==> config.mk <==
export PLATFORM = sky130hd
export DESIGN_NAME = lkv_slot_unit
export DESIGN_NICKNAME = d
export VERILOG_FILES = /design/src/hw/rtl/lkv_pkg.sv /design/src/hw/rtl/lkv_slot_unit.sv
export SDC_FILE = /design/constraint.sdc
export NUM_CORES = 1
export LEC_CHECK = 0
export ABC_AREA = 1
export BUFFER_PORTS_ARGS = -buffer_cell sky130_fd_sc_hd__buf_2
export CORE_ASPECT_RATIO = 0.7
export CORE_MARGIN = 3
export CORE_UTILIZATION = 43
export CTS_BUF_LIST = sky130_fd_sc_hd__clkbuf_16
export DETAILED_ROUTE_END_ITERATION = 6
export PLACE_DENSITY_LB_ADDON = 0.12
export SLEW_MARGIN = 20
export SYNTH_ARGS = -nofsm -noshare
export SYNTH_HDL_FRONTEND = slang
export SYNTH_SLANG_ARGS = --single-unit
==> constraint.sdc <==
create_clock -name i_clk -period 2.52 [get_ports i_clk]
set_input_delay 0.504 -clock i_clk [delete_from_list [all_inputs] [get_ports i_clk]]
set_output_delay 0.504 -clock i_clk [all_outputs]
set_load 0.05 [all_outputs]
==> src/hw/rtl/lkv_pkg.sv <==
`timescale 1ns / 1ps

package lkv_pkg;

    localparam int KEY_BITS   = 16;
    localparam int VALUE_BITS = 32;
    localparam int CAP_BITS   = 5;

    // Status fields are sized for the largest supported store (256 slots)
    localparam int SLOT_BITS  = 8;
    localparam int COUNT_BITS = 9;

    localparam logic OP_GET = 1'b0;
    localparam logic OP_PUT = 1'b1;

    typedef struct packed {
        logic clear;
        logic sample;
    } t_scan_ctl;

    typedef struct packed {
        logic                  hit;
        logic [SLOT_BITS-1:0]  hit_slot;
        logic [SLOT_BITS-1:0]  hit_rank;
        logic                  old_found;
        logic [SLOT_BITS-1:0]  old_slot;
        logic [SLOT_BITS-1:0]  old_rank;
        logic                  free_found;
        logic [SLOT_BITS-1:0]  free_slot;
        logic [COUNT_BITS-1:0] count;
    } t_scan_stat;

endpackage

==> src/hw/rtl/lkv_slot_unit.sv <==
`timescale 1ns / 1ps

module lkv_slot_unit import lkv_pkg::*; #(
    parameter int ENTRIES = 16
) (
    input  logic                                         i_clk,
    input  logic                                         i_rst_n,
    input  t_scan_ctl                                    i_ctl,
    input  logic [((ENTRIES > 1) ? $clog2(ENTRIES) : 1)-1:0] i_slot,
    input  logic                                         i_valid,
    input  logic [KEY_BITS-1:0]                          i_key,
    input  logic [KEY_BITS-1:0]                          i_rd_key,
    input  logic [((ENTRIES > 1) ? $clog2(ENTRIES) : 1)-1:0] i_rd_rank,
    input  logic [((ENTRIES > 1) ? $clog2(ENTRIES) : 1)-1:0] i_tgt,
    input  logic [((ENTRIES > 1) ? $clog2(ENTRIES) : 1)-1:0] i_thr,
    input  logic                                         i_age_all,
    output t_scan_stat                                   o_stat,
    output logic [((ENTRIES > 1) ? $clog2(ENTRIES) : 1)-1:0] o_new_rank
);

    localparam int AW = (ENTRIES > 1) ? $clog2(ENTRIES) : 1;
    localparam int IW = $clog2(ENTRIES + 1);

    logic          r_hit,        n_hit;
    logic [AW-1:0] r_hit_slot,   n_hit_slot;
    logic [AW-1:0] r_hit_rank,   n_hit_rank;
    logic          r_old_found,  n_old_found;
    logic [AW-1:0] r_old_slot,   n_old_slot;
    logic [AW-1:0] r_old_rank,   n_old_rank;
    logic          r_free_found, n_free_found;
    logic [AW-1:0] r_free_slot,  n_free_slot;
    logic [IW-1:0] r_count,      n_count;
    logic          key_match;

    assign key_match = i_valid && (i_rd_key == i_key);

    always_comb begin
        n_hit        = r_hit;
        n_hit_slot   = r_hit_slot;
        n_hit_rank   = r_hit_rank;
        n_old_found  = r_old_found;
        n_old_slot   = r_old_slot;
        n_old_rank   = r_old_rank;
        n_free_found = r_free_found;
        n_free_slot  = r_free_slot;
        n_count      = r_count;
        if (i_ctl.clear) begin
            n_hit        = 1'b0;
            n_old_found  = 1'b0;
            n_free_found = 1'b0;
            n_count      = '0;
        end else if (i_ctl.sample) begin
            // keep the first matching slot
            if (key_match && !r_hit) begin
                n_hit      = 1'b1;
                n_hit_slot = i_slot;
                n_hit_rank = i_rd_rank;
            end
            if (i_valid) begin
                n_count = r_count + IW'(1);
                if (!r_old_found || (i_rd_rank > r_old_rank)) begin
                    n_old_found = 1'b1;
                    n_old_slot  = i_slot;
                    n_old_rank  = i_rd_rank;
                end
            end else if (!r_free_found) begin
                n_free_found = 1'b1;
                n_free_slot  = i_slot;
            end
        end
    end

    always_ff @(posedge i_clk) begin
        if (!i_rst_n) begin
            r_hit        <= 1'b0;
            r_old_found  <= 1'b0;
            r_free_found <= 1'b0;
            r_count      <= '0;
        end else begin
            r_hit        <= n_hit;
            r_old_found  <= n_old_found;
            r_free_found <= n_free_found;
            r_count      <= n_count;
        end
        r_hit_slot  <= n_hit_slot;
        r_hit_rank  <= n_hit_rank;
        r_old_slot  <= n_old_slot;
        r_old_rank  <= n_old_rank;
        r_free_slot <= n_free_slot;
    end

    // Target slot becomes most recent; other valid slots age when younger than the threshold or when all age
    always_comb begin
        if (i_slot == i_tgt) begin
            o_new_rank = '0;
        end else if (i_valid && (i_age_all || (i_rd_rank < i_thr))) begin
            o_new_rank = i_rd_rank + AW'(1);
        end else begin
            o_new_rank = i_rd_rank;
        end
    end

    assign o_stat.hit        = r_hit;
    assign o_stat.hit_slot   = SLOT_BITS'(r_hit_slot);
    assign o_stat.hit_rank   = SLOT_BITS'(r_hit_rank);
    assign o_stat.old_found  = r_old_found;
    assign o_stat.old_slot   = SLOT_BITS'(r_old_slot);
    assign o_stat.old_rank   = SLOT_BITS'(r_old_rank);
    assign o_stat.free_found = r_free_found;
    assign o_stat.free_slot  = SLOT_BITS'(r_free_slot);
    assign o_stat.count      = COUNT_BITS'(r_count);

endmodule
==> summary.md <==
| Metric | Value |
|---|---|
| Die area | `5030 um^2` |
| Layout cell share with drive strength beyond 1 | `0.327` |
| Port bufs | `85` |
| Final hold violation count | `0` |
| Syn avg cell area | `8.07 um^2` |
| Status | `finished, final reports clean` |
| First-pass GRT wire length | `6010 um` |
| Clock sinks | `28` |
| P per Cell Area | `550 nW/um^2` |
| Initial antenna violation count | `0` |
| Initial DRC count | `62` |
| H-Tree Depth | `1` |
| Psw | `0.000371 W` |
| Final worst path period share | `0.935` |
| Reg2Reg Depth | `7` |
| Max-Cap Viols | `0` |
| Max Fclk | `425 MHz` |
| Starting Density | `0.453` |
| Cts hold-fix bufs | `0` |
| WL/cell | `10.6 um` |
| Worst EP required | `2.02 ns` |
| # IOs | `110` |
| Synth Warn # | `0` |
| Worst-path maximum fanout | `6` |
| Min cycle time layout | `2.36 ns` |
| Setup violators final | `0` |
| Synth Register Bits | `28` |
| # nets final | `376` |
| Die height | `60.3 um` |
| RSZ-0062 raised after global routing | `no` |
| Critical path depth | `10` |
| Combinational cell fraction of total power | `0.241` |
| Area Growth Syn to Fin | `27.8%` |
| Seq/Total Area, Yosys | `0.421` |
| # rows | `19` |
| Final estimated routing congestion in global placement | `0.732` |
| Most common cell after layout, fill and taps aside | `buf_2` |
| Clock share of power | `0.362` |
| Multi-input gate area | `777 um^2` |
| Antenna cells | `0` |
| Synth Cell Area | `1810 um^2` |
| Post-layout util | `0.578` |
| Max-slew headroom | `0.607` |
| Hold Crit Class | `in -> reg` |
| Vias/cell | `4.22` |
| Commonest cells after routing, fill and taps aside | `buf_2 (85), nand2_1 (57), inv_1 (40), conb_1 (24), edfxtp_1 (20)` |
| Worst-Skew Late Latency | `0.26 ns` |
| Number of cells on the worst hold path | `1` |
| Horiz. Die Dim | `83.5 um` |
| Detailed Route WL | `3840 um` |
| Clock buffer count from CTS | `3` |
| Clock skew | `0.00520 ns` |
| Max Root-Sink Buffers | `2` |
| TritonCTS clock tree | `built` |
| Largest net degree at the start of global routing | `17` |
| CP peak stage delay | `0.32 ns` |
| Cell count after synthesis | `224` |
| Int Pwr | `0.000900 W` |
| DRT Pass-1 Iters | `4` |
| Setup CP Type | `in -> out` |
| Slew Viols, Final | `0` |
| Clock Pin Slew Worst Setup and Hold Paths | `0.06 ns` |
| Crit path capture type | `output port` |
| Seq pwr share | `0.397` |
| Worst-path cell chain | `buf_2 -> ha_1 -> a21oi_1 -> nand2_1 -> nand2_2 -> nand2_1 -> nand2_1 -> nand2_1 -> nor2_1 -> buf_2` |
| Worst-margin pin slew | `0.586 ns` |
| DRT antenna net count | `0` |
| Post-route DRC violation count | `0` |
| Cell family with most CP delay | `simple AND/OR/NAND/NOR gates` |
| Worst path slowest cell | `ha_1` |
| Leak pwr | `1.26 nW` |
| Root buffer cell | `clkbuf_16` |
| Critical path startpoint category | `primary input` |
| Crit-path most repeated cell | `nand2_1` |
| Setup tns final | `0 ns` |
| Postcts setup bufs | `0` |
| Total GRT Usage | `0.150` |
| Critical Path AT | `1.85 ns` |
| Unique masters post-synth | `23` |
| Detailed-route via count | `1535` |
| HPWL Detailed | `3220 um` |
| Switching share of power | `0.292` |
| Grt total ovfl | `0` |
| Post-cts resize count | `0` |
| Buffers & Inverters on Critical Path | `2` |
| FF+latch area | `761 um^2` |
| Core area | `3990 um^2` |
| Worst VDD drop | `442 uV` |
| Vias in the first global route | `1317` |
| Fillers | `374` |
## logic make-up (layout without fill, tap and decap cells)
kind of cell    count (synthesis)  after routing  share of synthesized area
simple gates                   93             93                      0.226
buf+inv                        68            133                      0.197
flops                          28             28                      0.421
fa+ha+maj                       9              9                     0.0623
xor+xnor                       10             10                     0.0484
compound gates                 15             15                     0.0436
other cells                     1             24                    0.00207
## power by group through the flow
stage                     Sequential [W]  Combinational, W  Clock [W]
after floorplan                 0.000535          0.000227          0
after global placement          0.000514          0.000303          0
after detailed placement        0.000514          0.000305          0
after CTS                       0.000504          0.000306   0.000468
after global routing            0.000505          0.000334   0.000492
final                           0.000504          0.000306   0.000460
## flip-flops by register name, summed over array words and instances (netlist names)
register      count
r_old_found       1
r_hit_slot        4
r_old_slot        4
r_hit_rank        4
r_count           5
r_old_rank        4
r_free_found      1
r_hit             1
r_free_slot       4
## stage by stage
stage | worst slack [ns] | power (W) | instances | instance area (um^2) | hold WS [ns]
floorplan | 0.0432 | 0.000762 | 247 | 1890 | 0.444
global placement | 0.222 | 0.000817 | 360 | 2200 | 0.453
detailed placement | 0.175 | 0.000820 | 360 | 2200 | 0.468
CTS | 0.169 | 0.00128 | 364 | 2310 | 0.474
global route | 0.0131 | 0.00133 | 364 | 2310 | 0.473
finish | 0.165 | 0.00127 | 364 | 2310 | 0.473
## cells in the mapped netlist, drive strengths merged
cell type	n	area, um^2
nor2	18	75.1
o21ai	3	15.0
xor2	4	35.0
edfxtp	20	601
inv	41	154
nand2	59	231
nor3b	2	20.0
nand4	1	6.26
xnor2	6	52.6
nand3	9	55.1
dfxtp	8	160
conb	1	3.75
a21oi	12	63.8
nor3	4	20.0
buf	27	203
ha	9	113
## cell type report
| class | instances | share of cell area |
|---|---|---|
| Tap cell | 52 | 0.0282 |
| Inverter | 41 | 0.0666 |
| Timing Repair Buffer | 88 | 0.194 |
| Sequential cell | 28 | 0.329 |
| Clock buffer | 3 | 0.0325 |
| Clock inverter | 1 | 0.0130 |
| Multi-Input combinational cell | 151 | 0.336 |
## path summary, 6_finish.rpt
| kind | start | endpoint | slack [ns] |
|---|---|---|---|
| min | i_slot[0] | r_hit_slot[0] | 0.47 |
| min reg2reg | r_old_found | r_old_found | 0.48 |
| max reg2reg | r_old_rank[3] | r_old_slot[2] | 0.86 |
| max | i_rd_rank[3] | o_new_rank[0] | 0.16 |
## per-layer routing
| layer | share of wire | wire, um | track usage |
|---|---|---|---|
| met5 | 0 | 0 | 0 |
| met4 | 0.0047 | 18 | 0.0275 |
| met3 | 0.082 | 314 | 0.0482 |
| met2 | 0.42 | 1620 | 0.232 |
| met1 | 0.49 | 1890 | 0.209 |
Power figures use the tool's default switching activity.
