### src/hw/rtl/lkv_ram.sv
`timescale 1ns / 1ps

module lkv_ram #(
    parameter int WIDTH = 8,
    parameter int DEPTH = 16
) (
    input  logic                                     i_clk,
    input  logic                                     i_wr_en,
    input  logic [((DEPTH > 1) ? $clog2(DEPTH) : 1)-1:0] i_wr_addr,
    input  logic [WIDTH-1:0]                         i_wr_data,
    input  logic [((DEPTH > 1) ? $clog2(DEPTH) : 1)-1:0] i_rd_addr,
    output logic [WIDTH-1:0]                         o_rd_data
);

    logic [WIDTH-1:0] r_mem [DEPTH];
    logic [WIDTH-1:0] r_rd_data;

    always_ff @(posedge i_clk) begin
        if (i_wr_en) begin
            r_mem[i_wr_addr] <= i_wr_data;
        end
        r_rd_data <= r_mem[i_rd_addr];
    end

    assign o_rd_data = r_rd_data;

endmodule

### config.mk
export PLATFORM = sky130hd
export DESIGN_NAME = lkv_ram
export DESIGN_NICKNAME = d
export VERILOG_FILES = /design/src/hw/rtl/lkv_ram.sv
export SDC_FILE = /design/constraint.sdc
export NUM_CORES = 1
export LEC_CHECK = 0
export BUFFER_PORTS_ARGS = -buffer_cell sky130_fd_sc_hd__buf_4
export CORE_ASPECT_RATIO = 1.4
export CORE_MARGIN = 2
export CORE_UTILIZATION = 56
export DETAILED_ROUTE_END_ITERATION = 12
export HOLD_SLACK_MARGIN = 0.12
export PLACE_DENSITY = 0.84
export SLEW_MARGIN = 5
export SYNTH_ARGS = -nofsm -noshare
export SYNTH_HDL_FRONTEND = slang
export SYNTH_SLANG_ARGS = --single-unit
### constraint.sdc
create_clock -name i_clk -period 2.1 [get_ports i_clk]
set_input_delay 0.21 -clock i_clk [delete_from_list [all_inputs] [get_ports i_clk]]
set_output_delay 0.21 -clock i_clk [all_outputs]
set_load 0.005 [all_outputs]
==> results.md, run 1 <==
* Worst-Margin Slew at roughly 0.72 ns
* Leakage Power at ~2.2 nW
* Layout cells sized above 1 at a little over 30%
* # clock sinks at ~140
* Root buffer selected by CTS: clkbuf_16
* Met2 usage at a little over a third
* ANT nets after route at 0
* Placer congestion estimate at ~0.74
* Slew headroom at roughly half
* DR WL/cell at between 20 and 25 microns
* Reg2reg end: o_rd_data[2]$_DFF_P_
* M1 GR Usage at a little over a quarter
* # DRC at 0
* Post-CTS setup buffers at 0
* Detailed-router iteration count before antenna repair at 5
* Tmin final at about 1.4 ns
* Unrepaired setup endpoints after global routing: false
* Final Slew Violations at 0
* Die width at between 80 and 90 microns
* Die ar. at between 9000 and 10000 sq um
* Dpl hpwl at 6160 microns
* 1st-iter DRT viols at 190
* Final nets at between 300 and 400
* Input/output buffers at 25
* Most frequent cells in the layout: edfxtp_1, buf_4, mux4_2, clkbuf_16, a22oi_1
* Hold Slack at roughly 0.31 ns
* Power Dens Cells at 1040 nW/um^2
* # diodes at 0
* Setup crit start kind: register
* Ports at 26
* FP Rows at approximately 40
* Number of buffers created by CTS at 17
* GRT Overall Usage at a little over a fifth
* Fin crit share at about two thirds
* CTS clk-pin slew, worst paths at 0.06 ns
* Reg-to-reg startpoint: r_mem[0][2]$_DFFE_PP_
* Area delta synth->final at 21.3%
* Worst vdd ir at 0.809 mV
* Highest Clock Rate at approximately 710 MHz
* Kind of critical path: reg2reg
* Die Y at around 120 microns
* # Max-Cap Violations at 0
* Synthesis Warnings at 0
* Post-synthesis sequential area ratio at between 70% and 80%
* Status: complete, no violations
* Post-synthesis cell count at 229
* Routed wire length at 9930 microns
* Syn Nets at 247
* Fillers at roughly 520
* WHS Endpoint: r_mem[4][0]$_DFFE_PP_
* Worst Path Required at 2.39 ns
* First-pass GRT wire length at ~15000 microns
* Clk Latency, worst-skew pair at approximately 0.42 ns
* Worst R2R Setup Slack at around 0.7 ns
* Longest Clk Path Bufs at 2
* Area contributors post-synth: edfxtp_1, mux4_2, mux4_1, dfxtp_1, a22oi_1
* Register Area at between 4000 and 5000 sq um
* M3 GR Usage at a little under 7%
* Multi-input logic area at 1060 sq um
* R2R depth at 3
* Synthesized cell area at ~5000 sq um
* Hold path depth at 3
* Avg Inst Size Synth at ~22 sq um
* Hold Crit Class: in2reg
* Crit path DAT at about 1.7 ns
* Initial core utilization at 57.3%
* Synth top area share at around 75%
* H-tree lvl count at 4
* Total gr overflow at 0
* Final Hold Fails at 0
* Vias per std cell at 6.16
* Detailed-route via count at 2519
* Initial antenna violation count at 0
* Setup Skew at 0.00769 ns
* Core area at 8980 sq um
* Synth cell types at 19
* Hold Crit Start: i_wr_addr[0]
* Number of global-route vias before repair at around 2700
* Cell taking the most area after synthesis: edfxtp_1
* FF+latch count, synth at 136
* GR peak layer: met2
* CTS resizes at 0
* Crit path max fanout at 1
* CTS tree: done
* Largest net degree at the start of global routing at 33
* Most common cell after layout, fill and taps aside: edfxtp_1
* Total negative slack at 0 ns
* Critical path endpoint category: register
* Setup violations, final at 0
[synthesized netlist by cell type (all sizes together)]
cell	n
nand3	1
clkdlybuf4s25	3
nand3b	2
and2b	1
or3b	1
nand2	9
mux4	32
buf	7
dfxtp	8
nor2	13
nor2b	1
nand2b	2
nor3	4
a22oi	16
and2	1
edfxtp	128
[critical path, stage by stage, from the launching register on]
cell and delay (ns):
edfxtp_1 0.37, mux4_1 0.50, a22oi_1 0.30, nand2_1 0.10
[cell families (layout without fill, tap and decap cells)]
group | count (synthesis) | after routing | synth area share [%]
AO/OA/AOI/OAI | 16 | 16 | 2.33
buffers and inverters | 10 | 83 | 1.68
flip-flops | 136 | 136 | 77.8
AND/OR/NAND/NOR | 35 | 35 | 3.18
multiplexers | 32 | 32 | 15.0
[metrics by stage]
stage	setup WS (ns)	std cells	total power, mW	utilization (%)	instance area, sq um
floorplan	0.397	229	3.26	-	5150
global placement	0.486	369	3.39	61.6	5530
detailed placement	0.394	369	3.40	61.6	5530
CTS	0.664	409	6.54	69.5	6240
global route	0.651	409	6.68	69.5	6240
finish	0.701	409	6.50	69.5	6240
[where the power goes]
part           internal, mW  total, mW  switching, mW  leakage [nW]
registers              3.04       3.06         0.0200          1.22
clock network          2.09       3.14           1.05         0.320
logic                 0.146      0.302          0.156         0.625
[what timing repair did]
action                                  4_1_cts  5_1_grt
endpoints found under the setup margin        0        0
hold endpoints to repair                    113        0
hold buffers                                  8        0
[how the worst max path moves through the flow]
stage	start	depth (start not counted)	endpoint	slack [ns]
6_report	r_mem[0][2]$_DFFE_PP_	3	o_rd_data[2]$_DFF_P_	0.70
5_1_grt	r_mem[1][1]$_DFFE_PP_	3	o_rd_data[1]$_DFF_P_	0.65
4_1_cts	r_mem[0][2]$_DFFE_PP_	3	o_rd_data[2]$_DFF_P_	0.66
3_5_place_dp	i_rd_addr[0]	5	o_rd_data[2]$_DFF_P_	0.39
3_3_place_gp	i_rd_addr[0]	5	o_rd_data[2]$_DFF_P_	0.49
2_1_floorplan	i_wr_addr[2]	2	r_mem[0][0]$_DFFE_PP_	0.40
[registers in the layout, indices dropped and copies added, names as in the netlist]
register	cells
r_mem	128
o_rd_data	8
[metal layers]
layer | vias to the layer above | routed length [microns]
li1 | 1091 | -
met1 | 1308 | 3750
met2 | 100 | 5350
met3 | 20 | 589
met4 | 0 | 240
met5 | - | 0
[final cells by class]
class / count / share of cell area, %
Sequential cell: 136 / 64.1
Multi-Input combinational cell: 83 / 16.9
Clock buffer: 17 / 6.81
Timing Repair Buffer: 51 / 6.65
Clock inverter: 15 / 3.33
Tap cell: 107 / 2.14
Power figures use the tool's default switching activity.
==> run 2, diff against run 1 <==
==> constraint.sdc (replaced) <==
create_clock -name i_clk -period 1.45 [get_ports i_clk]
set_input_delay 0.145 -clock i_clk [delete_from_list [all_inputs] [get_ports i_clk]]
set_output_delay 0.145 -clock i_clk [all_outputs]
set_load 0.005 [all_outputs]
==> results.md, run 2 (same netlist as run 1, synthesis figures left out) <==
* Kind of critical path: reg2reg
* Most common cell after layout, fill and taps aside: edfxtp_1
* Core area at 8980 sq um
* Hold Crit Class: in2reg
* GRT Overall Usage at a little over a fifth
* Placer congestion estimate at between 0.8 and 0.9
* Worst Path Required at around 1.8 ns
* # clock sinks at 136
* Multi-input logic area at ~1100 sq um
* Dpl hpwl at ~6600 microns
* Critical path endpoint category: register
* # diodes at 0
* Setup WS pre-CTS at -0.0174 ns
* Unrepaired setup endpoints after global routing: false
* Fillers at 497
* Die ar. at between 9000 and 10000 sq um
* Vias per std cell at 6.10
* Layout cells sized above 1 at 33.2%
* Longest Clk Path Bufs at 2
* Highest Clock Rate at approximately 750 MHz
* Detailed-route via count at 2561
* Most frequent cells in the layout: edfxtp_1, buf_4, mux4_2, clkbuf_16, a22oi_1
* Slew headroom at 72.2%
* Routed wire length at just over 10000 microns
* Setup Skew at 0.00597 ns
* Die Y at ~120 microns
* # DRC at 0
* Ports at 26
* Max reg flops at roughly 130
* Die width at between 80 and 90 microns
* Crit-path cells: mux4_1 -> a22oi_2 -> nand2_1
* Power Dens Cells at between 1000 and 1500 nW/um^2
* Crit path max fanout at 1
* Total gr overflow at 0
* CTS clk-pin slew, worst paths at about 0.06 ns
* ANT nets after route at 0
* Number of global-route vias before repair at ~2700
* Fin crit share at about nine tenths
* Worst vdd ir at between 1 and 1.5 mV
* Total negative slack at 0 ns
* Setup crit start kind: register
* Crit path DAT at between 1.5 and 2 ns
* H-tree lvl count at 4
* Input/output buffers at 25
* Final Slew Violations at 0
* Root buffer selected by CTS: clkbuf_16
* Leakage Power at about 2.2 nW
* Area delta synth->final at 23.5%
* Biggest register: r_mem
* 1st-iter DRT viols at 250
* First-pass GRT wire length at 15300 microns
* CP max-delay cell: mux4_1
* Final Hold Fails at 0
* FP Rows at 41
* Setup violations, final at 0
* Worst-Margin Slew at 0.417 ns
* Tmin final at ~1.3 ns
* Final nets at approximately 320
* Worst path top cell family by delay: multiplexers
* Number of buffers created by CTS at 17
* Largest net degree at the start of global routing at 17
* CTS tree: done
* # Max-Cap Violations at 0
* Detailed-router iteration count before antenna repair at 5
* Worst Path Buf+Inv at 0
* Final Util at 70.8%
* Clk Latency, worst-skew pair at approximately 0.42 ns
* Register Area at 4000 sq um
* DR WL/cell at roughly 24 microns
* Initial core utilization at roughly 57%
* Final total power at about 9.3 mW
* Initial antenna violation count at 0
* Max stage delay on crit path at 0.55 ns
* Post-CTS setup buffers at 0
* Status: complete, no violations
* Final WS setup at 0.125 ns
[run 2: per-stage QoR]
step | area [sq um] | std cells | hold WS [ns]
2_1_floorplan | 5150 | 229 | 0.244
3_3_place_gp | 5660 | 380 | 0.447
3_5_place_dp | 5660 | 380 | 0.457
4_1_cts | 6350 | 420 | 0.200
5_1_grt | 6350 | 420 | 0.217
6_report | 6350 | 420 | 0.215
[run 2: final cells by class]
class | count | area share [%]
clock buffer | 21 | 7.25
sequential | 136 | 63.0
timing repair buffer | 62 | 8.43
clock inverter | 11 | 2.42
multi-input combinational | 83 | 16.8
tap | 107 | 2.11
[run 2: worst paths after layout]
path,startpoint,endpoint,slack [ns],cells past startpoint
setup / recovery,r_mem[3][3]$_DFFE_PP_,o_rd_data[3]$_DFF_P_,0.12,3
hold reg to reg,r_mem[15][4]$_DFFE_PP_,o_rd_data[4]$_DFF_P_,0.67,3
hold / removal,i_wr_addr[1],r_mem[0][5]$_DFFE_PP_,0.22,3
setup reg to reg,r_mem[3][3]$_DFFE_PP_,o_rd_data[3]$_DFF_P_,0.12,3
[run 2: repair_timing]
item	CTS	global route
resized for setup	0	1
endpoints found under the hold margin	128	0
setup endpoints to repair	0	1
hold buffers	8	0
[run 2: layer usage]
metal / vias to the layer above / GRT usage (%) / share of wire [%]
met1: 1309 / 27.2 / 38
met3: 18 / 6.62 / 7.0
met5: - / 0 / 0
li1: 1114 / - / -
met4: 0 / 8.83 / 1.7
met2: 120 / 35.6 / 53
[run 2: power by group]
part           total (mW)  internal, mW  switching [mW]
Clock                4.40          2.94            1.46
Sequential           4.43          4.40          0.0328
Combinational       0.469         0.239           0.231
Total                9.30          7.58            1.72
[run 2: tightest hold or removal path, stage by stage]
cell and delay (ns):
buf_4 0.12, nor3_2 0.05, buf_4 0.14
